`src/rtl/core/vdh_pkg.sv`:
```
// ---------------------------------------------------------------------------
// vdh_pkg
// Shared sizes, payload types and controller/datapath interface types for
// the vertex deduplication hash table.
// ---------------------------------------------------------------------------
package vdh_pkg;

    localparam int MAX_VERTICES  = 4096;
    localparam int MAX_BUCKETS   = 1024;
    localparam int NODE_DEPTH    = MAX_BUCKETS + MAX_VERTICES;

    localparam int KEY_W         = 32;
    localparam int VI_W          = $clog2(MAX_VERTICES);
    localparam int VC_W          = VI_W + 1;
    localparam int NODE_AW       = $clog2(NODE_DEPTH);
    localparam int NB_W          = 11;
    localparam int CLR_W         = $clog2(MAX_BUCKETS);

    // Remainder unit: 32 dividend bits in 8 passes
    localparam int MOD_STEPS     = 8;
    localparam int BITS_PER_STEP = KEY_W / MOD_STEPS;
    localparam int ITER_W        = $clog2(MOD_STEPS);

    // Register port
    localparam int APB_AW        = 3;
    localparam int APB_DW        = 32;
    localparam int REG_IDX_BIT   = 2;
    localparam logic REG_BUCKET_COUNT = 1'b0;

    typedef struct packed {
        logic [KEY_W-1:0] key_x;
        logic [KEY_W-1:0] key_y;
        logic [KEY_W-1:0] key_z;
    } t_in_item;

    typedef struct packed {
        logic [VI_W-1:0] vertex_index;
        logic            was_new;
        logic            table_full;
    } t_out_item;

    typedef struct packed {
        logic [NODE_AW-1:0] next;
        logic [VI_W-1:0]    index;
    } t_node;

    typedef enum logic [1:0] {
        RES_HIT_J  = 2'd0,
        RES_HIT_VI = 2'd1,
        RES_NEW    = 2'd2,
        RES_FULL   = 2'd3
    } t_res_sel;

    typedef struct packed {
        logic     load_key;
        logic     mod_step;
        logic     clr_wr;
        logic     vrd_node;
        logic     lin_next;
        logic     latch_node;
        logic     follow;
        logic     ins_vtx;
        logic     ins_node_s;
        logic     ins_node_tail;
        logic     bump;
        logic     res_ld;
        t_res_sel res_sel;
        logic     out_ld;
    } t_cmd;

    typedef struct packed {
        logic cfg_wr;
        logic clr_last;
        logic hash_mode;
        logic lin_end;
        logic nx_zero;
        logic key_match;
        logic vi_ok;
        logic walk_stop;
        logic full;
    } t_sts;

    function automatic logic [NB_W-1:0] eff_buckets(input logic [NB_W-1:0] v);
        return (v > NB_W'(MAX_BUCKETS)) ? NB_W'(MAX_BUCKETS) : v;
    endfunction

endpackage

```
`src/rtl/core/vdh_ctrl.sv`:
```
// ---------------------------------------------------------------------------
// vdh_ctrl
// Sequencer for clearing, remainder passes, searches and inserts.
// ---------------------------------------------------------------------------
module vdh_ctrl
    import vdh_pkg::*;
(
    input  logic i_clk,
    input  logic i_rst_n,
    input  logic i_in_valid,
    output logic o_in_ready,
    output logic o_out_valid,
    input  logic i_out_ready,
    input  t_sts i_sts,
    output t_cmd o_cmd
);

    typedef enum logic [11:0] {
        S_CLEAR = 12'b0000_0000_0001,
        S_IDLE  = 12'b0000_0000_0010,
        S_MOD   = 12'b0000_0000_0100,
        S_NRD   = 12'b0000_0000_1000,
        S_NCHK  = 12'b0000_0001_0000,
        S_VCMP  = 12'b0000_0010_0000,
        S_LRD   = 12'b0000_0100_0000,
        S_LCMP  = 12'b0000_1000_0000,
        S_DEC   = 12'b0001_0000_0000,
        S_INS1  = 12'b0010_0000_0000,
        S_INS2  = 12'b0100_0000_0000,
        S_OUT   = 12'b1000_0000_0000
    } t_state;

    t_state            r_state, n_state;
    logic [ITER_W-1:0] r_iter, n_iter;
    logic              r_out_valid, n_out_valid;
    t_cmd              cmd;

    always_comb begin
        n_state = r_state;
        n_iter  = r_iter;
        cmd     = '0;
        case (r_state)
            S_CLEAR: begin
                cmd.clr_wr = 1'b1;
                if (i_sts.clr_last) begin
                    n_state = S_IDLE;
                end
            end
            S_IDLE: begin
                if (i_in_valid) begin
                    cmd.load_key = 1'b1;
                    n_iter       = '0;
                    n_state      = i_sts.hash_mode ? S_MOD : S_LRD;
                end
            end
            S_MOD: begin
                cmd.mod_step = 1'b1;
                n_iter       = r_iter + 1'b1;
                if (r_iter == ITER_W'(MOD_STEPS - 1)) begin
                    n_state = S_NRD;
                end
            end
            S_NRD: begin
                n_state = S_NCHK;
            end
            S_NCHK: begin
                cmd.latch_node = 1'b1;
                cmd.vrd_node   = 1'b1;
                n_state        = i_sts.nx_zero ? S_DEC : S_VCMP;
            end
            S_VCMP: begin
                if (i_sts.key_match && i_sts.vi_ok) begin
                    cmd.res_ld  = 1'b1;
                    cmd.res_sel = RES_HIT_VI;
                    n_state     = S_OUT;
                end else if (i_sts.walk_stop) begin
                    n_state = S_DEC;
                end else begin
                    cmd.follow = 1'b1;
                    n_state    = S_NRD;
                end
            end
            S_LRD: begin
                n_state = i_sts.lin_end ? S_DEC : S_LCMP;
            end
            S_LCMP: begin
                if (i_sts.key_match) begin
                    cmd.res_ld  = 1'b1;
                    cmd.res_sel = RES_HIT_J;
                    n_state     = S_OUT;
                end else begin
                    cmd.lin_next = 1'b1;
                    n_state      = S_LRD;
                end
            end
            S_DEC: begin
                if (i_sts.full) begin
                    cmd.res_ld  = 1'b1;
                    cmd.res_sel = RES_FULL;
                    n_state     = S_OUT;
                end else begin
                    n_state = S_INS1;
                end
            end
            S_INS1: begin
                cmd.ins_vtx = 1'b1;
                if (i_sts.hash_mode) begin
                    cmd.ins_node_s = 1'b1;
                    n_state        = S_INS2;
                end else begin
                    cmd.bump    = 1'b1;
                    cmd.res_ld  = 1'b1;
                    cmd.res_sel = RES_NEW;
                    n_state     = S_OUT;
                end
            end
            S_INS2: begin
                cmd.ins_node_tail = 1'b1;
                cmd.bump          = 1'b1;
                cmd.res_ld        = 1'b1;
                cmd.res_sel       = RES_NEW;
                n_state           = S_OUT;
            end
            S_OUT: begin
                if (!r_out_valid || i_out_ready) begin
                    cmd.out_ld = 1'b1;
                    n_state    = S_IDLE;
                end
            end
            default: begin
                n_state = S_CLEAR;
            end
        endcase
        // restart the sweep on every bucket_count write
        if (i_sts.cfg_wr) begin
            n_state = S_CLEAR;
        end
    end

    always_comb begin
        n_out_valid = r_out_valid;
        if (r_out_valid && i_out_ready) begin
            n_out_valid = 1'b0;
        end
        if (cmd.out_ld) begin
            n_out_valid = 1'b1;
        end
    end

    always_ff @(posedge i_clk) begin
        if (!i_rst_n) begin
            r_state     <= S_CLEAR;
            r_iter      <= '0;
            r_out_valid <= 1'b0;
        end else begin
            r_state     <= n_state;
            r_iter      <= n_iter;
            r_out_valid <= n_out_valid;
        end
    end

    assign o_in_ready  = (r_state == S_IDLE);
    assign o_out_valid = r_out_valid;
    assign o_cmd       = cmd;

endmodule

```
`config.mk`:
```
export PLATFORM = sky130hd
export DESIGN_NAME = vdh_ctrl
export DESIGN_NICKNAME = d
export VERILOG_FILES = /design/src/rtl/core/vdh_pkg.sv /design/src/rtl/core/vdh_ctrl.sv
export SDC_FILE = /design/constraint.sdc
export NUM_CORES = 1
export LEC_CHECK = 0
export ABC_AREA = 1
export BUFFER_PORTS_ARGS = -buffer_cell sky130_fd_sc_hd__buf_2
export CORE_ASPECT_RATIO = 1.1
export CORE_UTILIZATION = 45
export DETAILED_ROUTE_END_ITERATION = 16
export GPL_TIMING_DRIVEN = 1
export MAX_ROUTING_LAYER = met4
export PLACE_DENSITY = 0.65
export SYNTH_ARGS = -nofsm -noshare
export SYNTH_HDL_FRONTEND = slang
export SYNTH_SLANG_ARGS = --single-unit
```
`constraint.sdc`:
```
create_clock -name i_clk -period 2.8 [get_ports i_clk]
set_input_delay 0.28 -clock i_clk [delete_from_list [all_inputs] [get_ports i_clk]]
set_output_delay 0.28 -clock i_clk [all_outputs]
set_load 0.01 [all_outputs]
```
# --- Yosys cells after proc, flatten, opt, wreduce, memory -nomap -nowiden ---
# Cells that the tools add are included.
classes:
  n_addsub: 1
  n_eq_ne: 17
  muxes: 38
  n_bitwise: 1
  reduce_logical: 9
op_table:
  columns: ["op", "n"]
  rows:
  - ["12-bit one-hot mux with 12 select lines", 1]
  - ["12-bit two-way mux", 8]
  - ["9-bit two-way mux", 3]
  - ["1-bit two-way mux", 16]
  - ["3-bit one-hot mux with 5 select lines", 1]
  - ["12-bit by 1-bit == test with 1-bit output, second input constant", 1]
  - ["12-bit by 10-bit == test with 1-bit output, second input constant", 1]
  - ["12-bit by 11-bit == test with 1-bit output, second input constant", 1]
  - ["12-bit == test, second input constant", 1]
  - ["12-bit by 2-bit == test with 1-bit output, second input constant", 1]
  - ["12-bit by 3-bit == test with 1-bit output, second input constant", 1]
  - ["12-bit by 4-bit == test with 1-bit output, second input constant", 1]
  - ["12-bit by 5-bit == test with 1-bit output, second input constant", 1]
  - ["12-bit by 6-bit == test with 1-bit output, second input constant", 1]
  - ["12-bit by 7-bit == test with 1-bit output, second input constant", 1]
  - ["12-bit by 8-bit == test with 1-bit output, second input constant", 1]
  - ["12-bit by 9-bit == test with 1-bit output, second input constant", 1]
  - ["3-bit two-way mux", 4]
  - ["2-bit inequality test, second input constant", 4]
  - ["7-bit two-way mux", 1]
  - ["3-bit one-hot mux with 2 select lines", 1]
  - ["4-bit two-way mux", 1]
  - ["4-bit AND reduction", 1]
  - ["2-bit nonzero test", 2]
  - ["other kinds (10)", 11]
totals:
  ff_bits: 16
  in_bits: 13
  out_inout_bits: 17
  elab_cells: 69

# --- Longest topological paths before layout ---
# Gate-level depths: netlist (run 1).
depth:
  word_depth: 5
  mapped_depth: 9
  ltp_nobuf: 9

# --- Least setup slack after synthesis (run 1) ---
# OpenSTA, ideal clock, no wires.
synth_path:
  kind: "register to output"
  startpoint: "reg r_state[6]"
  endpoint: "out o_cmd[3] in the netlist's numbering"
  arrival_ns: 1.090
  required_time_ns: 2.520
  path_slack_ns: 1.430
  stages_incl_launch_ff: 8
  path_buffers: 0
  path_cell_list: "dfxtp_1 > nor2_4 > inv_1 > nor2_1 > nand4_1 > nand2_1 > a31oi_1 > nand2_1"
synth_lines:
  columns: ["element", "line", "text"]
  rows:
  - ["start: declaration", "vdh_ctrl.sv:33", "t_state r_state, n_state;"]
  - ["start signal: assignment", "vdh_ctrl.sv:156", "r_state <= n_state;"]
  - ["end: declaration", "vdh_ctrl.sv:15", "output t_cmd o_cmd"]

==> results.cfg, run 1 <==
[clock_tree]
cts_tree = yes
numClockSinks = 16
hold_buffers = 0
worstSkewPairLatency_ps = 300
cts_root_buffer = clkbuf_4
cts_resized = 0
post-cts-setup-buffer-count = 0
htree_num_levels = 1
clk_pin_slew_worst_paths_ps = 100
cts-buffers-inserted = 3
clock_path_buffers = 2

[cells_and_area]
syn2layout_area_growth_pct = 17.03
seq_area_sq_um = 320.3
num-nets-final = 229
drive_above_1_share_pct = 32.86
final_cells = 244
stdcell_area_sq_um = 1410
fill_cells = 265
antenna_cells = 0
multi_input_area_sq_um = 723.2

[timing]
finClkSkew_ps = 9.307
finalSetupViolCount = 0
fmax_mhz = 551.7
rsz0062_at_grt = no
tns_ps = 0
slew_viol_final = 0
worst_pin_slew_ps = 592.8
fin_ws_ps = 987.5
fin_crit_sh_pct = 64.73
period_needed_ps = 1812
slew_headroom_pct = 60.34
hold_viol_final = 0

[global_routing]
overflow = 0
grt_max_degree = 10
grt_usage_pct = 21.36
grt_pass1_vias = 1028
grt_pass1_wl_microns = 4478
grt_antenna_before_repair = 0

[synthesis]
synthFlopType = dfxtp_1
synthArstFlopShare_pct = 0
ys_warn_count = 0
synth_seq_area_share_pct = 26.58
synth_area_leaders = dfxtp_1, inv_1, nand2_1
yosysTopAreaCell = dfxtp_1
synth-edff-count = 0
synth_top_area_share_pct = 26.58
syn_inst = 182
synth_area_sq_um = 1205
ys_seq_elements = 16
syn-num-nets = 197
synth_area_per_cell_sq_um = 6.620
yosysUniqueCellTypes = 23

[hold_path]
hold_path.class = in2reg
min_delay_path_depth = 2
holdPathEnd = r_state[9]$_SDFFE_PP0P_
min_from = i_sts[0]

[floorplan]
fp.dieArea_sq_um = 2889
num_rows = 19
dieHeight_microns = 56.27
core_area_sq_um = 2520
io_pins = 30
start_util_pct = 47.82
die_x_microns = 51.34

[place]
dp_cells = 240
place_congestion = 0.8865
port_buffers = 29
dp_hpwl_microns = 2245
dp_slack_ps = 1298
place_area_sq_um = 1374

[power]
finalPower_uw = 471.2
peakVddDrop_v = 0.0002263
powerDensity_nw_per_um2 = 334.1
leakage_nw = 0.8490

[detailed_routing]
vias = 1159
avgRoutedWirePerCell_microns = 10.84
dr.pass1.iters = 4
wirelength_microns = 2646
drc_errors = 0
drt_iter0_markers = 22
viasPerCell = 4.750
drt.antenna.violating_nets = 0

[critical_path]
cp-end-kind = output port
r2r-start = r_state[11]$_SDFFE_PP0P_
cp.arrival_ps = 1530
required_ps = 2520
setup.worst_path.start_class = register
rr_endpoint = r_state[6]$_SDFFE_PP0P_
crit_type = reg2out
crit_fanout = 8
r2r_cells = 9
rrSetupSlack_ps = 1410

[job]
drv_cap = 0

[run_status]
status = complete, no violations
-- metal layers --
metal,track usage [%],part of all wire [%],vias up
met5,-,0,-
met4,8.108,1.7,0
met3,3.252,5.2,5
met2,35.53,48,29
met1,25.67,45,509
li1,-,-,616
-- cells by family after synthesis --
| kind of cell | Yosys count | share of synthesized area (%) |
|---|---|---|
| simple gates | 114 | 53.79 |
| buf+inv | 41 | 13.40 |
| flops | 16 | 26.58 |
| compound gates | 9 | 4.154 |
| fa+ha+maj | 2 | 2.077 |
-- worst max path at each step --
stage / start / end / cells past startpoint
4_1_cts: r_state[6]$_SDFFE_PP0P_ / o_cmd[3] / 8
3_5_place_dp: r_state[6]$_SDFFE_PP0P_ / o_cmd[3] / 8
5_1_grt: r_state[6]$_SDFFE_PP0P_ / o_cmd[3] / 8
3_3_place_gp: r_state[6]$_SDFFE_PP0P_ / o_cmd[3] / 8
2_1_floorplan: r_state[6]$_SDFFE_PP0P_ / o_cmd[3] / 7
6_report: r_state[3]$_SDFFE_PP0P_ / o_cmd[3] / 8
-- critical path, stage by stage, from the launching register on --
cell and delay, ps:
dfxtp_1 430, nor2_4 70, nand2_4 130, nor2_8 60, nand3_1 120, nand2_1 80
a31oi_1 170, nand2_1 60, buf_2 140
-- through the flow --
| stage | hold WS [ps] | util [%] |
|---|---|---|
| floorplan | 356.6 | - |
| global placement | 453.3 | 54.52 |
| detailed placement | 452.6 | 54.52 |
| CTS | 150.8 | 55.96 |
| global route | 146.4 | 55.96 |
| finish | 146.2 | 55.96 |
-- sequential cells by signal (all words and copies together) (netlist names) --
register,cells
r_state,12
r_iter,3
o_out_valid,1
-- cell type report --
cell class	instances	area share, %
Clock buffer	4	2.573
Inverter	39	10.38
Multi-Input combinational cell	125	51.29
Sequential cell	16	22.72
Tap cell	31	2.751
Timing Repair Buffer	29	10.29
-- synth_stat cells, types with 2 or more instances --
library cell  count
nand4_1           3
nand2_1          36
ha_1              2
nor2_8            3
a21oi_1           4
nor2_1           26
inv_1            38
nor2_2            9
nand2_4           5
nand3_1          10
nor3_2            2
nand3_2           3
o21ai_1           2
buf_4             2
nand2_2           9
nor2_4            4
dfxtp_1          16
nor3_1            3
-- cells in the final DEF, fill, tap and decap left out --
| cell | n |
|---|---|
| a31oi_1 | 1 |
| clkbuf_8 | 1 |
| nand3_1 | 10 |
| a21oi_1 | 4 |
| nor2_4 | 4 |
| clkbuf_4 | 3 |
| nand2_4 | 5 |
| nor3_1 | 3 |
| ha_1 | 2 |
| dfxtp_1 | 16 |
| o21ai_1 | 2 |
| nor2_1 | 26 |
| nand2_2 | 9 |
| nand3b_1 | 1 |
| o21ai_0 | 1 |
| nand2_1 | 36 |
| inv_1 | 38 |
| nor2_8 | 3 |
| nor3_2 | 2 |
| nand3_2 | 3 |
| buf_2 | 29 |
| o21ai_2 | 1 |
| nand4_1 | 3 |
| inv_2 | 1 |
| nor2_2 | 9 |
-- where the power goes --
group | switching, mW | internal (mW)
logic | 0.0493 | 0.0291
registers | 0.00339 | 0.231
clock network | 0.0794 | 0.0793
total | 0.132 | 0.339
(Power assumes the default switching activity.)
==> run 2: changes to the inputs <==
Settings changed: PLACE_DENSITY 0.65 to 0.68.
Clock period 2.8 ns to 1.45 ns, I/O delays scaled along.
==> run 2 against run 1 <==
Net effect: the flow now finishes with violations (negative setup slack); first-iteration DRC count grew 73%; worst setup slack lost 1200 ps; die area is the same; combinational power grew 140%; via count grew 12%; critical path type unchanged; clock power grew 50%; non-clock buffer count grew 20; sequential cell count is the same; sequential share of layout area shrank 3.0 points.
==> results.cfg, run 2 (same netlist as run 1, synthesis figures left out) <==
[cells_and_area]
num-nets-final = 249
mostFrequentLayoutCell = inv_1
final_cell_mix = inv_1, nand2_1, buf_2, nor2_1, buf_4
fill_cells = 222
drive_above_1_share_pct = 50.00
largest_reg_flops = 12
top_register = r_state
final_util_pct = 68.47
syn2layout_area_growth_pct = 43.20
antenna_cells = 0

[clock_tree]
htree_num_levels = 1
cts_root_buffer = clkbuf_4
clk_pin_slew_worst_paths_ps = 100
cts_tree = yes
numClockSinks = 16
clock_path_buffers = 2
worstSkewPairLatency_ps = 290
hold_buffers = 0
cts-buffers-inserted = 3

[critical_path]
cp_slowest_cell = dfxtp_2
cp.arrival_ps = 1550
r2r_cells = 12
critPathMaxStageDelay_ps = 370
crit_fanout = 3
cp-end-kind = output port
setup.worst_path.start_class = register
crit_type = reg2out
crit_chain = nor2_4 -> nand2_4 -> inv_1 -> nand4_1 -> nand2_2 -> a31oi_2 -> nand2_1 -> buf_2
required_ps = 1310

[detailed_routing]
avgRoutedWirePerCell_microns = 12.40
drt.antenna.violating_nets = 0
viasPerCell = 4.943
wirelength_microns = 3262
vias = 1300
dr.pass1.iters = 4
drc_errors = 0
drt_iter0_markers = 38

[hold_path]
hold_path.class = in2reg
min_delay_path_depth = 2

[global_routing]
grt_max_degree = 9
grt_pass1_wl_microns = 5299
grt_usage_pct = 25.23
overflow = 0
grt_antenna_before_repair = 0
grt_pass1_vias = 1266

[run_status]
status = complete, but fails checks
violations = negative setup slack

[floorplan]
dieHeight_microns = 56.27
io_pins = 30
num_rows = 19
fp.dieArea_sq_um = 2889
die_x_microns = 51.34
start_util_pct = 47.82
core_area_sq_um = 2520

[timing]
slew_viol_final = 0
fin_ws_ps = -245.0
slew_headroom_pct = 82.76
hold_viol_final = 0
period_needed_ps = 1695
worst_pin_slew_ps = 257.8
finClkSkew_ps = 4.576
fmax_mhz = 590.0
fin_crit_sh_pct = 116.9
rsz0062_at_grt = yes
finalSetupViolCount = 23

[job]
drv_cap = 0

[power]
leakage_nw = 0.9549
powerDensity_nw_per_um2 = 507.6
peakVddDrop_v = 0.0004172
finalPower_uw = 875.8

[place]
place_congestion = 0.8634
port_buffers = 29
dp_hpwl_microns = 2258
[run 2: changes by cell type in the layout (fill, tap and decap cells not counted), moves of 3 or more]
cell     before  now
buf_2        29   22
buf_4         0   18
buf_6         0    7
dfxtp_1      16    4
dfxtp_2       0   10
inv_1        38   35
nand2_1      36   33
nor2_1       26   20
nor2_4        4   10
[run 2: routing by layer]
layer	global-route usage, %	part of all wire (%)	routed length (microns)
met5	-	0	0
met4	12.36	2.5	81
met3	3.252	3.8	125
met2	41.92	52	1695
met1	29.50	42	1360
[run 2: worst paths after layout]
kind / startpoint / to / slack (ps)
max: r_state[11]$_SDFFE_PP0P_ / o_cmd[3] / -250
min: i_sts[4] / r_state[5]$_SDFFE_PP0P_ / 20
max reg2reg: r_state[4]$_SDFFE_PP0P_ / r_state[10]$_SDFFE_PP0P_ / -110
min reg2reg: r_iter[1]$_SDFFE_PN0P_ / r_iter[1]$_SDFFE_PN0P_ / 470
[run 2: stage by stage]
stage          instances  worst slack [ps]  cell area [sq um]  TNS (ps)  hold WS, ps
2_1_floorplan        182             185.4               1205         0        221.6
3_3_place_gp         241             75.10               1381         0        326.4
3_5_place_dp         241             45.16               1381         0        334.1
4_1_cts              260            -202.4               1664     -1513        10.93
5_1_grt              263            -322.8               1725     -4621        12.03
6_report             263            -245.0               1725     -2206        23.53
[run 2: critical path: cells and delay by family, from the launching register on]
family	cells	cell delay [ps]
AO/OA/AOI/OAI	1	170
flip-flops	1	370
buffers and inverters	2	220
AND/OR/NAND/NOR	5	490
[run 2: what timing repair did]
item,in CTS,in global routing
buffers inserted,16,3
pin swaps,13,4
resized for setup,40,7
endpoints found under the setup margin,16,27
gates cloned,0,0
endpoints found under the hold margin,0,0
[run 2: layout make-up]
type | count | area, sq um | area share, %
timing repair buffer | 49 | 364.1 | 21.10
tap | 31 | 38.79 | 2.248
clock buffer | 3 | 22.52 | 1.305
sequential | 16 | 340.3 | 19.72
multi-input combinational | 125 | 808.3 | 46.85
inverter | 39 | 151.4 | 8.774
[run 2: report_power, final]
group          internal, mW  switching, mW
clock                0.0965          0.142
sequential            0.443        0.00816
combinational        0.0773          0.109
total                 0.616          0.259
