`src/rtl/core/vdh_pkg.sv`:
```
// ---------------------------------------------------------------------------
// vdh_pkg
// Shared sizes, payload types and controller/datapath interface types for
// the vertex deduplication hash table.
// ---------------------------------------------------------------------------
package vdh_pkg;

    localparam int MAX_VERTICES  = 4096;
    localparam int MAX_BUCKETS   = 1024;
    localparam int NODE_DEPTH    = MAX_BUCKETS + MAX_VERTICES;

    localparam int KEY_W         = 32;
    localparam int VI_W          = $clog2(MAX_VERTICES);
    localparam int VC_W          = VI_W + 1;
    localparam int NODE_AW       = $clog2(NODE_DEPTH);
    localparam int NB_W          = 11;
    localparam int CLR_W         = $clog2(MAX_BUCKETS);

    // Remainder unit: 32 dividend bits in 8 passes
    localparam int MOD_STEPS     = 8;
    localparam int BITS_PER_STEP = KEY_W / MOD_STEPS;
    localparam int ITER_W        = $clog2(MOD_STEPS);

    // Register port
    localparam int APB_AW        = 3;
    localparam int APB_DW        = 32;
    localparam int REG_IDX_BIT   = 2;
    localparam logic REG_BUCKET_COUNT = 1'b0;

    typedef struct packed {
        logic [KEY_W-1:0] key_x;
        logic [KEY_W-1:0] key_y;
        logic [KEY_W-1:0] key_z;
    } t_in_item;

    typedef struct packed {
        logic [VI_W-1:0] vertex_index;
        logic            was_new;
        logic            table_full;
    } t_out_item;

    typedef struct packed {
        logic [NODE_AW-1:0] next;
        logic [VI_W-1:0]    index;
    } t_node;

    typedef enum logic [1:0] {
        RES_HIT_J  = 2'd0,
        RES_HIT_VI = 2'd1,
        RES_NEW    = 2'd2,
        RES_FULL   = 2'd3
    } t_res_sel;

    typedef struct packed {
        logic     load_key;
        logic     mod_step;
        logic     clr_wr;
        logic     vrd_node;
        logic     lin_next;
        logic     latch_node;
        logic     follow;
        logic     ins_vtx;
        logic     ins_node_s;
        logic     ins_node_tail;
        logic     bump;
        logic     res_ld;
        t_res_sel res_sel;
        logic     out_ld;
    } t_cmd;

    typedef struct packed {
        logic cfg_wr;
        logic clr_last;
        logic hash_mode;
        logic lin_end;
        logic nx_zero;
        logic key_match;
        logic vi_ok;
        logic walk_stop;
        logic full;
    } t_sts;

    function automatic logic [NB_W-1:0] eff_buckets(input logic [NB_W-1:0] v);
        return (v > NB_W'(MAX_BUCKETS)) ? NB_W'(MAX_BUCKETS) : v;
    endfunction

endpackage

```
`src/rtl/core/vdh_datapath.sv`:
```
// ---------------------------------------------------------------------------
// vdh_datapath
// Key, counters, remainder unit, store addressing, result and register port.
// ---------------------------------------------------------------------------
module vdh_datapath
    import vdh_pkg::*;
(
    input  logic              i_clk,
    input  logic              i_rst_n,
    input  t_cmd              i_cmd,
    output t_sts              o_sts,
    input  t_in_item          i_in_data,
    output t_out_item         o_out_data,
    // vertex store
    output logic              o_vtx_we,
    output logic [VI_W-1:0]   o_vtx_waddr,
    output t_in_item          o_vtx_wdata,
    output logic [VI_W-1:0]   o_vtx_raddr,
    input  t_in_item          i_vtx_rdata,
    // node store
    output logic              o_node_we,
    output logic [NODE_AW-1:0] o_node_waddr,
    output t_node             o_node_wdata,
    output logic [NODE_AW-1:0] o_node_raddr,
    input  t_node             i_node_rdata,
    // register port
    input  logic              psel,
    input  logic              penable,
    input  logic              pwrite,
    input  logic [APB_AW-1:0] paddr,
    input  logic [APB_DW-1:0] pwdata,
    output logic [APB_DW-1:0] prdata
);

    t_in_item           r_key;
    logic [KEY_W-1:0]   r_div;
    logic [NB_W-1:0]    r_rem;
    logic [NODE_AW-1:0] r_s;
    logic [NODE_AW-1:0] r_nx;
    logic [VI_W-1:0]    r_vi;
    logic [VC_W-1:0]    r_j;
    logic [NODE_AW-1:0] r_steps;
    logic [VC_W-1:0]    r_vcount;
    logic [NODE_AW-1:0] r_ncount;
    logic [NB_W-1:0]    r_bcount;
    logic [NB_W-1:0]    r_nb;
    logic [CLR_W-1:0]   r_clr;
    t_out_item          r_res;
    t_out_item          r_out;

    logic               cfg_wr;
    logic [NB_W-1:0]    cfg_nb;
    logic [NB_W-1:0]    mod_rem;
    logic [KEY_W-1:0]   mod_div;
    logic [NB_W:0]      mod_t;
    logic               hash_mode;

    assign cfg_wr    = psel && penable && pwrite && (paddr[REG_IDX_BIT] == REG_BUCKET_COUNT);
    assign cfg_nb    = eff_buckets(pwdata[NB_W-1:0]);
    assign hash_mode = (r_nb != '0);
    assign prdata    = (paddr[REG_IDX_BIT] == REG_BUCKET_COUNT) ?
                       {{(APB_DW-NB_W){1'b0}}, r_bcount} : '0;

    // four restoring steps per pass; remainder stays below r_nb
    always_comb begin
        mod_rem = r_rem;
        mod_div = r_div;
        mod_t   = '0;
        for (int k = 0; k < BITS_PER_STEP; k++) begin
            mod_t   = {mod_rem, mod_div[KEY_W-1]};
            mod_div = {mod_div[KEY_W-2:0], 1'b0};
            if (mod_t >= {1'b0, r_nb}) begin
                mod_t = mod_t - {1'b0, r_nb};
            end
            mod_rem = mod_t[NB_W-1:0];
        end
    end

    always_ff @(posedge i_clk) begin
        if (i_cmd.load_key) begin
            r_key   <= i_in_data;
            r_div   <= i_in_data.key_x + i_in_data.key_y + i_in_data.key_z;
            r_rem   <= '0;
            r_j     <= '0;
            r_steps <= '0;
        end
        if (i_cmd.mod_step) begin
            r_rem <= mod_rem;
            r_div <= mod_div;
            r_s   <= {{(NODE_AW-NB_W){1'b0}}, mod_rem};
        end
        if (i_cmd.latch_node) begin
            r_nx <= i_node_rdata.next;
            r_vi <= i_node_rdata.index;
        end
        if (i_cmd.follow) begin
            r_s     <= r_nx;
            r_steps <= r_steps + 1'b1;
        end
        if (i_cmd.lin_next) begin
            r_j <= r_j + 1'b1;
        end
        if (i_cmd.res_ld) begin
            case (i_cmd.res_sel)
                RES_HIT_J:  r_res <= '{vertex_index: r_j[VI_W-1:0], was_new: 1'b0,
                                       table_full: 1'b0};
                RES_HIT_VI: r_res <= '{vertex_index: r_vi, was_new: 1'b0,
                                       table_full: 1'b0};
                RES_NEW:    r_res <= '{vertex_index: r_vcount[VI_W-1:0], was_new: 1'b1,
                                       table_full: 1'b0};
                default:    r_res <= '{vertex_index: '0, was_new: 1'b0,
                                       table_full: 1'b1};
            endcase
        end
        if (i_cmd.out_ld) begin
            r_out <= r_res;
        end
    end

    always_ff @(posedge i_clk) begin
        if (!i_rst_n) begin
            r_bcount <= '0;
            r_nb     <= '0;
            r_vcount <= '0;
            r_ncount <= '0;
            r_clr    <= '0;
        end else if (cfg_wr) begin
            r_bcount <= pwdata[NB_W-1:0];
            r_nb     <= cfg_nb;
            r_vcount <= '0;
            r_ncount <= {{(NODE_AW-NB_W){1'b0}}, cfg_nb};
            r_clr    <= '0;
        end else begin
            if (i_cmd.clr_wr) begin
                r_clr <= r_clr + 1'b1;
            end
            if (i_cmd.bump) begin
                r_vcount <= r_vcount + 1'b1;
                if (hash_mode) begin
                    r_ncount <= r_ncount + 1'b1;
                end
            end
        end
    end

    // store addressing
    assign o_vtx_we    = i_cmd.ins_vtx;
    assign o_vtx_waddr = r_vcount[VI_W-1:0];
    assign o_vtx_wdata = r_key;
    assign o_vtx_raddr = i_cmd.vrd_node ? i_node_rdata.index : r_j[VI_W-1:0];

    always_comb begin
        o_node_we    = i_cmd.clr_wr || i_cmd.ins_node_s || i_cmd.ins_node_tail;
        o_node_waddr = {{(NODE_AW-CLR_W){1'b0}}, r_clr};
        o_node_wdata = '0;
        if (i_cmd.ins_node_s) begin
            o_node_waddr = r_s;
            o_node_wdata = '{next: r_ncount, index: r_vcount[VI_W-1:0]};
        end else if (i_cmd.ins_node_tail) begin
            o_node_waddr = r_ncount;
        end
    end
    assign o_node_raddr = r_s;

    always_comb begin
        o_sts.cfg_wr    = cfg_wr;
        o_sts.clr_last  = (r_clr == CLR_W'(MAX_BUCKETS - 1));
        o_sts.hash_mode = hash_mode;
        o_sts.lin_end   = (r_j >= r_vcount);
        o_sts.nx_zero   = (i_node_rdata.next == '0);
        o_sts.key_match = (i_vtx_rdata == r_key);
        o_sts.vi_ok     = ({1'b0, r_vi} < r_vcount);
        o_sts.walk_stop = (r_nx >= NODE_AW'(NODE_DEPTH)) || (r_steps >= r_ncount);
        o_sts.full      = (r_vcount >= VC_W'(MAX_VERTICES)) ||
                          (hash_mode && ((r_ncount >= NODE_AW'(NODE_DEPTH)) || (r_nx != '0)));
    end

    assign o_out_data = r_out;

endmodule

```
`config.mk`:
```
export PLATFORM = sky130hd
export DESIGN_NAME = vdh_datapath
export DESIGN_NICKNAME = d
export VERILOG_FILES = /design/src/rtl/core/vdh_pkg.sv /design/src/rtl/core/vdh_datapath.sv
export SDC_FILE = /design/constraint.sdc
export NUM_CORES = 1
export LEC_CHECK = 0
export BUFFER_PORTS_ARGS = -buffer_cell sky130_fd_sc_hd__clkbuf_2
export CORE_AREA = 2 2 193 195
export DETAILED_ROUTE_END_ITERATION = 8
export DIE_AREA = 0 0 195 197
export PLACE_DENSITY = 0.77
export SYNTH_ARGS = -nofsm -noshare
export SYNTH_HDL_FRONTEND = slang
export SYNTH_SLANG_ARGS = --single-unit
```
`constraint.sdc`:
```
create_clock -name i_clk -period 12.2 [get_ports i_clk]
set_input_delay 0.61 -clock i_clk [delete_from_list [all_inputs] [get_ports i_clk]]
set_output_delay 0.61 -clock i_clk [all_outputs]
set_load 0.02 [all_outputs]
```
Word level (Yosys, flattened, before mapping)

Index checks and enable logic that the tools add are counted.

Flip-flop bits (word level): 289
Output and inout bits: 228

Bitwise gates (word level): 2
Reduce and logical (&&, ||, !) cells: 22
Mux-type cells: 23
Equal/unequal tests: 4
Add/sub/neg operators: 11
Order comparisons: 11

Operator list:

| kind                  | count |
|---|---|
| $mux 11               | 11 |
| $eq 96x96->1          | 1 |
| $mux 13               | 7 |
| $add 32x32->32        | 2 |
| $mux 32               | 2 |
| $add 13x1->13 const B | 4 |
| $ge 12x11->1          | 4 |
| $sub 11x11->11        | 4 |
| $pmux 14 s3           | 1 |
| $ge 13x13->1 const B  | 3 |
| $ge 13x13->1          | 2 |
| $mux 25               | 1 |
| $logic_not 13->1      | 1 |
| $lt 12x13->1          | 1 |
| $reduce_bool 13->1    | 1 |
| $mux 12               | 1 |
| $reduce_bool 2->1     | 6 |
| $gt 11x11->1 const B  | 1 |
| $reduce_bool 11->1    | 1 |
| $add 10x1->10 const B | 1 |
| $eq 10x10->1 const B  | 1 |
| $logic_or 1x1->1      | 5 |
| $logic_and 1x1->1     | 4 |
| $reduce_and 2->1      | 2 |
| other kinds (5)       | 6 |

Longest topological paths before layout

Gate-level depths: netlist of the first run.

Word-level depth: 10
Mapped depth: 42

Worst setup path before layout of the first run

Ideal clock, no wire load.

Kind: register to register
Start: register r_div[31]
End: register r_s[10] (netlist: o_node_raddr[10]) (data pin)
Arrival time: 8,463 ps
Stages on the path, launching flop included: 42
Path buffers: 6
Path slack: 3,477 ps
Setup time: 260 ps
Cell sequence: edfxtp_1 -> inv_1 -> ha_1 -> fa_1 -> nand2b_1 -> a211oi_1 -> o31a_1 -> or2_1 -> buf_2 -> buf_2 -> o21ai_0 -> fa_1 -> a211oi_1 -> o21ai_1 -> a41o_1 -> a21oi_4 -> o211a_1 -> buf_4 -> [... 6 more ...] -> a21oi_1 -> o221a_2 -> a21o_1 -> a21o_1 -> buf_6 -> mux2_4 -> ha_1 -> a21o_1 -> a21oi_1 -> nor2b_1 -> o31a_1 -> o31ai_1 -> nand2_1 -> nor2_1 -> mux2i_1 -> buf_4 -> mux2_2 -> mux2_2

Longest elaborated chain between the ends: 10
Elaborated cells between the ends (all ways): 14
Classes of those cells: 4 x add/sub; 4 x order compare; 6 x mux

RTL lines:

| element                                        | RTL line                               | text |
|---|---|---|
| start, declared                                | vdh_datapath.sv:36                     | `logic [KEY_W-1:0] r_div;` |
| start signal, assigned                         | vdh_datapath.sv:82                     | `r_div <= i_in_data.key_x + i_in_data.key_y + i_in_data.key_z;` |
| start signal, assigned                         | vdh_datapath.sv:89                     | `r_div <= mod_div;` |
| $sub 11x11->11 or $ge 12x11->1 (tied branches) | vdh_datapath.sv:73, vdh_datapath.sv:72 |  |
| $mux 11 (*)                                    | vdh_datapath.sv:72                     | `if (mod_t >= {1'b0, r_nb}) begin` |
| $sub 11x11->11 or $ge 12x11->1 (tied branches) | vdh_datapath.sv:73, vdh_datapath.sv:72 |  |
| $mux 11 (*)                                    | vdh_datapath.sv:72                     |  |
| $sub 11x11->11 or $ge 12x11->1 (tied branches) | vdh_datapath.sv:73, vdh_datapath.sv:72 |  |
| $mux 11 (*)                                    | vdh_datapath.sv:72                     |  |
| $sub 11x11->11 or $ge 12x11->1 (tied branches) | vdh_datapath.sv:73, vdh_datapath.sv:72 |  |
| $mux 11 (*)                                    | vdh_datapath.sv:72                     |  |
| $mux 13 (*)                                    | vdh_datapath.sv:87                     | `if (i_cmd.mod_step) begin` |
| $mux 13 (*)                                    | vdh_datapath.sv:96                     | `if (i_cmd.follow) begin` |
| end signal, assigned                           | vdh_datapath.sv:90                     | `r_s <= {{(NODE_AW-NB_W){1'b0}}, mod_rem};` |
| end signal, assigned                           | vdh_datapath.sv:97                     | `r_s <= r_nx;` |
| end, declared                                  | vdh_datapath.sv:38                     | `logic [NODE_AW-1:0] r_s;` |

Mark *: on every way between the ends. The rest lies on a longest branch, timed or not. The select of a mux whose other input is x is not followed.
A chain may end at the register's enable or synchronous reset.

Worst setup path in the final report of the first run

Start: register r_nb[0]
End: register r_s[5] (netlist: o_node_raddr[5]) (data pin)

Longest elaborated chain between the ends: 10
Elaborated cells between the ends (all ways): 14
Classes of those cells: 4 x add/sub; 4 x order compare; 6 x mux

RTL lines:

| element                                        | RTL line                               | text |
|---|---|---|
| start, declared                                | vdh_datapath.sv:46                     | `logic [NB_W-1:0] r_nb;` |
| start signal, assigned                         | vdh_datapath.sv:129                    | `r_nb <= cfg_nb;` |
| $sub 11x11->11 or $ge 12x11->1 (tied branches) | vdh_datapath.sv:73, vdh_datapath.sv:72 |  |
| $mux 11                                        | vdh_datapath.sv:72                     |  |
| $sub 11x11->11 or $ge 12x11->1 (tied branches) | vdh_datapath.sv:73, vdh_datapath.sv:72 |  |
| $mux 11                                        | vdh_datapath.sv:72                     |  |
| $sub 11x11->11 or $ge 12x11->1 (tied branches) | vdh_datapath.sv:73, vdh_datapath.sv:72 |  |
| $mux 11                                        | vdh_datapath.sv:72                     |  |
| $sub 11x11->11 or $ge 12x11->1 (tied branches) | vdh_datapath.sv:73, vdh_datapath.sv:72 |  |
| $mux 11 (*)                                    | vdh_datapath.sv:72                     |  |
| $mux 13 (*)                                    | vdh_datapath.sv:87                     |  |
| $mux 13 (*)                                    | vdh_datapath.sv:96                     |  |

Marks and branches as above.

==> results of run 1 <==
-- cell families (layout without fill, tap and decap cells) --
kind of cell / Yosys count / in the layout
flops: 289 / 289
xor+xnor: 185 / 185
simple gates: 516 / 516
fa+ha+maj: 154 / 154
other cells: 1 / 27
compound gates: 347 / 347
buf+inv: 163 / 592
mux: 74 / 74
-- worst paths after layout --
| path | depth (start not counted) | slack [ps] | from | end |
|---|---|---|---|---|
| worst min-delay path | 1 | 210 | i_node_rdata[1] | r_vi[1] |
| worst max register to register | 33 | 1430 | r_nb[0] | o_node_raddr[5] |
| worst min register to register | 0 | 420 | r_res[6] | o_out_data[6] |
| worst max-delay path | 33 | 1430 | r_nb[0] | o_node_raddr[5] |
-- worst max-delay path, delay by kind of cell, from the launching register on --
kind	cells	cell delay (ps)
mux	6	2960
fa+ha+maj	5	1860
simple gates	7	1520
compound gates	15	3730
flops	1	420
-- through the flow --
stage               instances  util, %  setup slack (ps)  hold slack, ps
floorplan                1749        -              3480             400
global placement         2588     57.2              1660             402
detailed placement       2588     57.2              1600             405
CTS                      2646     60.1              1530             191
global route             2651     60.2               806             202
finish                   2652     60.2              1430             205
-- flip-flops by register name, indices dropped and copies added, names as in the netlist --
signal	cells
o_vtx_wdata	96
o_out_data	14
r_vcount	13
r_bcount	11
r_nb	11
r_ncount	13
r_rem	11
r_div	32
r_res	14
o_node_raddr	13
r_steps	13
r_j	13
r_nx	13
r_vi	12
r_clr	10
-- layout make-up --
| class | count | share of cell area, % |
|---|---|---|
| diodes | 6 | 0.0688 |
| clock buffers | 40 | 3.85 |
| clock inverters | 18 | 0.946 |
| inverters | 78 | 1.34 |
| multi-input cells | 1297 | 43.7 |
| flip-flops and latches | 289 | 36.9 |
| well taps | 468 | 2.68 |
| repair buffers | 456 | 10.5 |
-- routing by layer --
layer / global-route usage [%] / share of wire, %
met1: 34.7 / 37
met2: 52.3 / 50
met3: 5.60 / 7.6
met4: 15.4 / 5.3
met5: 0 / 0.065
-- cells in the final DEF (no fill, tap or decap), types with 10 or more instances in the layout --
cell	n
nand3_1	36
a21oi_1	60
fa_1	36
nor2b_1	27
clkbuf_2	452
edfxtp_1	227
nor4_1	30
nand2b_1	10
xnor2_1	109
or3_1	17
o21a_1	21
clkbuf_16	31
inv_1	78
o21ai_0	115
and3_1	11
nor2_1	92
ha_1	118
xor2_1	76
a21o_1	41
mux2_2	36
a21boi_0	23
nor3_1	23
nand2_1	150
nand4_1	40
conb_1	21
and2_1	63
mux2i_1	30
dfxtp_1	62
==> metrics.md, run 1 <==
| Metric | Value |
|---|---|
| Synthesized instance count | `roughly 1.7k` |
| Setup CP Type | `reg -> reg` |
| Detailed Routing Iterations Pass 1 | `7` |
| Period utilisation layout | `between 80% and 90%` |
| Post-Synth XOR/XNOR Area | `approximately 9%` |
| Slew Limit Fails | `0` |
| Dpl cell area | `between 0.02 and 0.025 sq mm` |
| Simple-gate area share of the yosys netlist | `between 10% and 20%` |
| Final nets | `around 2.6k` |
| First-pass GRT wire length | `87.0 mm` |
| Seq/Total Area, Yosys | `44.1%` |
| Startpoint Class | `flop` |
| Crit Path Max Fanout | `19` |
| Final WL | `58.4 mm` |
| Vias in the first global route | `about 15k` |
| Post-synth top cells | `edfxtp_1 (227), nand2_1 (151), ha_1 (118), o21ai_0 (115), xnor2_1 (109)` |
| CTS tree | `done` |
| Initial antenna violation count | `10` |
| Post-synth ARST share | `0%` |
| Die height | `~200 um` |
| Boundary Pins | `500` |
| Total negative slack | `0 ps` |
| Inserted Clock Buffers | `31` |
| Outcome | `completed` |
| Starting Density | `50.4%` |
| Top-area cell type share of the netlist area | `~37%` |
| Slowest cell on crit path | `mux2i_1` |
| Worst skew pair latency | `around 600 ps` |
| Core Area | `between 0.03 and 0.04 sq mm` |
| Final ANT Viol Nets | `0` |
| Most used DFF post-synth | `edfxtp_1` |
| Measured slew at the worst slew-check pin | `1190 ps` |
| Residual DRC count | `0` |
| Setup bufs post-CTS | `0` |
| Final Instance Area | `~0.022 sq mm` |
| Number of synthesized flops with an enable pin | `approximately 230` |
| CTS Hold Buffers Added | `0` |
| Area growth syn-to-layout | `19.4%` |
| Synth area leader | `edfxtp_1` |
| Clk Tree Root Cell | `clkbuf_16` |
| DP HPWL | `approximately 47 mm` |
| Fin. Hold Viols | `0` |
| Crit. End Element | `flop` |
| CP dominant cell by count | `mux2_2` |
| Reg clk slew, reported paths | `approximately 70 ps` |
| Setup violators final | `0` |
| Count of input and output buffers | `around 450` |
| Main combinational cell family by area after synthesis | `simple AND/OR/NAND/NOR gates` |
| Setup Skew | `41.9 ps` |
| Synth Area in Compound Gates | `between 10 and 15%` |
| Mapped Area | `about 0.018 sq mm` |
| Relative slew slack | `roughly a fifth` |
| YS warnings | `0` |
| Drt first-iter violations | `1,095` |
| # clock sinks | `~290` |
| Fill cells | `about 3.0k` |
| Die width | `195 um` |
| Vias | `about 15k` |
| Routed len/inst | `22.0 um` |
| Max cap viols | `0` |
| Largest net degree at the start of global routing | `67` |
| Most common cell in the netlist | `edfxtp_1` |
| Global Route Usage Sum | `between 20% and 30%` |
| FP Rows | `70` |
| Critical Path AT | `11,080 ps` |
| Synth area leaders | `edfxtp_1 (37%), ha_1 (8.1%), dfxtp_1 (6.8%), xnor2_1 (5.2%), fa_1 (3.9%)` |
| Post-synth cell types | `71` |
| Synthesized area per cell | `10.6 sq um` |
| Sequential Area | `0.00806 sq mm` |
| Min-delay worst type | `in -> reg` |
| Share of cells above drive strength 1 | `25.8%` |
| Mux contribution to synthesized area | `4.52%` |
| Drt via density | `between 5 and 6` |
| Resized Gates After CTS | `0` |
| Crit path time final | `10,770 ps` |
| WP data required | `12,510 ps` |
| Placer congestion estimate | `slightly below 1` |
| Number of synthesized register bits | `289` |
| Die area | `roughly 0.038 sq mm` |
| RSZ-0062 raised after global routing | `no` |
| H-Tree Depth | `1` |
| CTS Buffer Depth | `3` |
| Total grt overflow | `0` |
| Multi-input combinational cell area | `roughly 0.0095 sq mm` |
| Largest stage delay, worst path | `between 800 and 900 ps` |
| Adder-cell share of the synthesized area | `around 12%` |
| FMAX | `92.9 MHz` |
Power of run 1 is left out: the tool's default activity adds up to more than one toggle a clock period on the data nets, which glitch-free logic cannot reach.
==> run 2, diff against run 1 <==
Settings changed: ABC_AREA set to 1, CORE_AREA 2 2 193 195 to 2 2 195 197, DIE_AREA 0 0 195 197 to 0 0 197 199.
==> run 2 against run 1 <==
Against the previous run:
- worst hold slack better by 55 ps
- core utilization increased by 0.15 points
- global-route usage fell by 2.5 points
- non-clock buffer count increased by 2
- area after synthesis grew 2.4%
- count of clock-buffer cells in the layout up 1
- sequential share of layout area shrank 0.96 points
- cell count is 16% higher
==> metrics.md, run 2 <==
| Metric | Value |
|---|---|
| Clk Tree Root Cell | `clkbuf_16` |
| Post-synth top cells | `nand2_1 (407), inv_1 (279), edfxtp_1 (227), nor2_1 (163), a21oi_1 (157)` |
| Final core utilization | `60.3% (+0.15 points)` |
| YS warnings | `0 (unchanged)` |
| Resized Gates After CTS | `0 (unchanged)` |
| Detailed Routing Iterations Pass 1 | `6 (-1)` |
| R2R depth | `39 (+18%)` |
| Final WL | `54.9 mm (-5.9%)` |
| Synth area leader | `edfxtp_1` |
| Reg clk slew, reported paths | `60 ps (about the same)` |
| Number of synthesized register bits | `289 (unchanged)` |
| Synthesized instance count | `2,145 (+24%)` |
| WHS | `260 ps (+54.6 ps)` |
| Slew Limit Fails | `0 (unchanged)` |
| DP HPWL | `43.9 mm (-7.5%)` |
| Starting Density | `50.4% (about the same)` |
| Boundary Pins | `500 (unchanged)` |
| Period utilisation layout | `69.9% (-18 points)` |
| Fin. Hold Viols | `0 (unchanged)` |
| Crit Path Max Fanout | `18 (-1)` |
| Share of cells above drive strength 1 | `21.5% (-4.2 points)` |
| Commonest non-fill, non-tap cell in the layout | `clkbuf_2` |
| Number of diodes | `0 (-6)` |
| Total negative slack | `0 ps (unchanged)` |
| # clock sinks | `289 (unchanged)` |
| Die width | `197 um (+1.0%)` |
| Crit. End Element | `flop` |
| Most common cell in the netlist | `nand2_1` |
| FP Rows | `71 (+1.4%)` |
| Drt first-iter violations | `1,061 (-3.1%)` |
| Synthesized area per cell | `8.72 sq um (-17%)` |
| Mapped Area | `0.0187 sq mm (+2.4%)` |
| Crit path time final | `8520 ps (-2240 ps)` |
| Number of synthesized flops with an enable pin | `227 (unchanged)` |
| CP top delay family | `compound AO/OA/AOI/OAI gates` |
| Largest stage delay, worst path | `870 ps (about the same)` |
| WP data required | `12,480 ps (-30 ps)` |
| Critical path depth | `39 (+18%)` |
| Synth area leaders | `edfxtp_1 (36%), nand2_1 (8.2%), ha_1 (7.9%), dfxtp_1 (6.6%), inv_1 (5.6%)` |
| Slowest cell on crit path | `a221oi_2` |
| H-Tree Depth | `2 (+1)` |
| Startpoint Class | `flop` |
| Die area | `0.0392 sq mm (+2.1%)` |
| Largest net degree at the start of global routing | `68 (+1.5%)` |
| Most used DFF post-synth | `edfxtp_1` |
| Min-delay worst type | `in -> reg` |
| First-pass GRT wire length | `83.7 mm (-3.8%)` |
| Hold depth | `1 (unchanged)` |
| Post-synth ARST share | `0% (unchanged)` |
| Routed len/inst | `17.8 um (-19%)` |
| Area growth syn-to-layout | `19.7%` |
| CTS Buffer Depth | `3 (unchanged)` |
| Worst skew pair latency | `550 ps (-50 ps)` |
| Final nets | `3,007 (+17%)` |
| Setup CP Type | `reg -> reg` |
| Post-synth cell types | `59 (-17%)` |
| Top-area cell type share of the netlist area | `36.4% (-0.86 points)` |
| Setup violators final | `0 (unchanged)` |
| Setup ws final | `3680 ps (+2240 ps)` |
| Core Area | `0.0371 sq mm (+2.4%)` |
| Vias | `16.8k (+9.8%)` |
| Count of input and output buffers | `453 (unchanged)` |
| Placer congestion estimate | `0.937 (-4.6%)` |
| WP buf/inv | `5 (+5)` |
| Drt via density | `5.45 (-5.5%)` |
| Pre-CTS worst setup slack | `3740 ps (+2140 ps)` |
| CP dominant cell by count | `nand2_1` |
| Commonest cells after routing, fill and taps aside | `clkbuf_2 (452), nand2_1 (406), inv_1 (279)` |
| Die height | `199 um (+1.0%)` |
| Total grt overflow | `0 (unchanged)` |
| Max cap viols | `0 (unchanged)` |
| Max FFs per register | `96 (unchanged)` |
| Measured slew at the worst slew-check pin | `1010 ps (-174 ps)` |
| Vias in the first global route | `16.3k (+7.4%)` |
| Global Route Usage Sum | `27.3% (-2.5 points)` |
| Inserted Clock Buffers | `34 (+9.7%)` |
| RSZ-0062 raised after global routing | `no` |
| Critical Path AT | `8800 ps (-2280 ps)` |
| CTS Hold Buffers Added | `0 (unchanged)` |
| Final ANT Viol Nets | `0 (unchanged)` |
| Initial antenna violation count | `0 (-10)` |
| Seq/Total Area, Yosys | `43.1% (-1.0 points)` |
| Setup bufs post-CTS | `0 (unchanged)` |
| Residual DRC count | `0 (unchanged)` |
| Outcome | `completed` |
| Relative slew slack | `32.4% (+12 points)` |
| CTS tree | `done` |
| FMAX | `117 MHz (+26%)` |
| Setup Skew | `31.4 ps (-10.4 ps)` |
==> run 2: cell count changes in the layout (fill, tap and decap cells not counted), sizes merged, moves of 21 or more <==
| cell | change |
|---|---|
| and2 | -62 |
| nor2b | -27 |
| a21o | -35 |
| nor2 | +76 |
| xor2 | -40 |
| mux2 | -44 |
| inv | +203 |
| a21boi | -21 |
| nand2 | +276 |
| mux2i | -30 |
| a21oi | +97 |
| nand3 | +69 |
==> run 2: kinds of logic (layout without fill, tap and decap cells) <==
| group | Yosys count | in the layout | synth area share, % |
|---|---|---|---|
| AO/OA/AOI/OAI | 386 | 386 | 11.7 |
| XOR/XNOR | 129 | 129 | 6.04 |
| adder cells (fa/ha/maj) | 154 | 154 | 11.7 |
| buffers and inverters | 363 | 805 | 8.17 |
| flip-flops | 289 | 289 | 43.1 |
| other | 1 | 21 | 0.0200 |
| AND/OR/NAND/NOR | 823 | 823 | 19.3 |
==> run 2: routing by layer <==
layer	track usage [%]	share of wire, %	vias up
met5	0	0	-
met4	11.9	4.2	0
met3	3.95	6.1	124
met2	47.7	49	669
met1	33.7	40	7864
li1	-	-	8122
==> run 2: path summary, 6_finish.rpt <==
kind | start | endpoint | slack [ps]
max reg2reg | r_nb[1] | o_node_raddr[6] | 3680
max | r_nb[1] | o_node_raddr[6] | 3680
min | i_node_rdata[7] | r_vi[7] | 260
min reg2reg | r_res[1] | o_out_data[1] | 420
==> run 2: per-stage QoR <==
stage	std cells	cell area, sq um
floorplan	2165	18800
global placement	3019	21200
detailed placement	3019	21200
CTS	3081	22400
global route	3081	22400
finish	3081	22400
==> run 2: final cells by class <==
type,count,area [sq um]
Sequential cell,289,8060
Inverter,285,1070
Clock inverter,21,268
Fill cell,3192,14700
Multi-Input combinational cell,1513,9200
Clock buffer,41,898
Timing Repair Buffer,458,2310
Tap cell,474,593
==> run 2: worst register-to-register path, delay by kind of cell, from the launching register on <==
kind                       cells  cell delay [ps]
DFF                            1              440
buffers and inverters          5              610
AOI/OAI and AO/OA             13             3350
adders and majority gates      4             1450
and+or+nand+nor               17             2400
Power of run 2 is left out for the same reason.
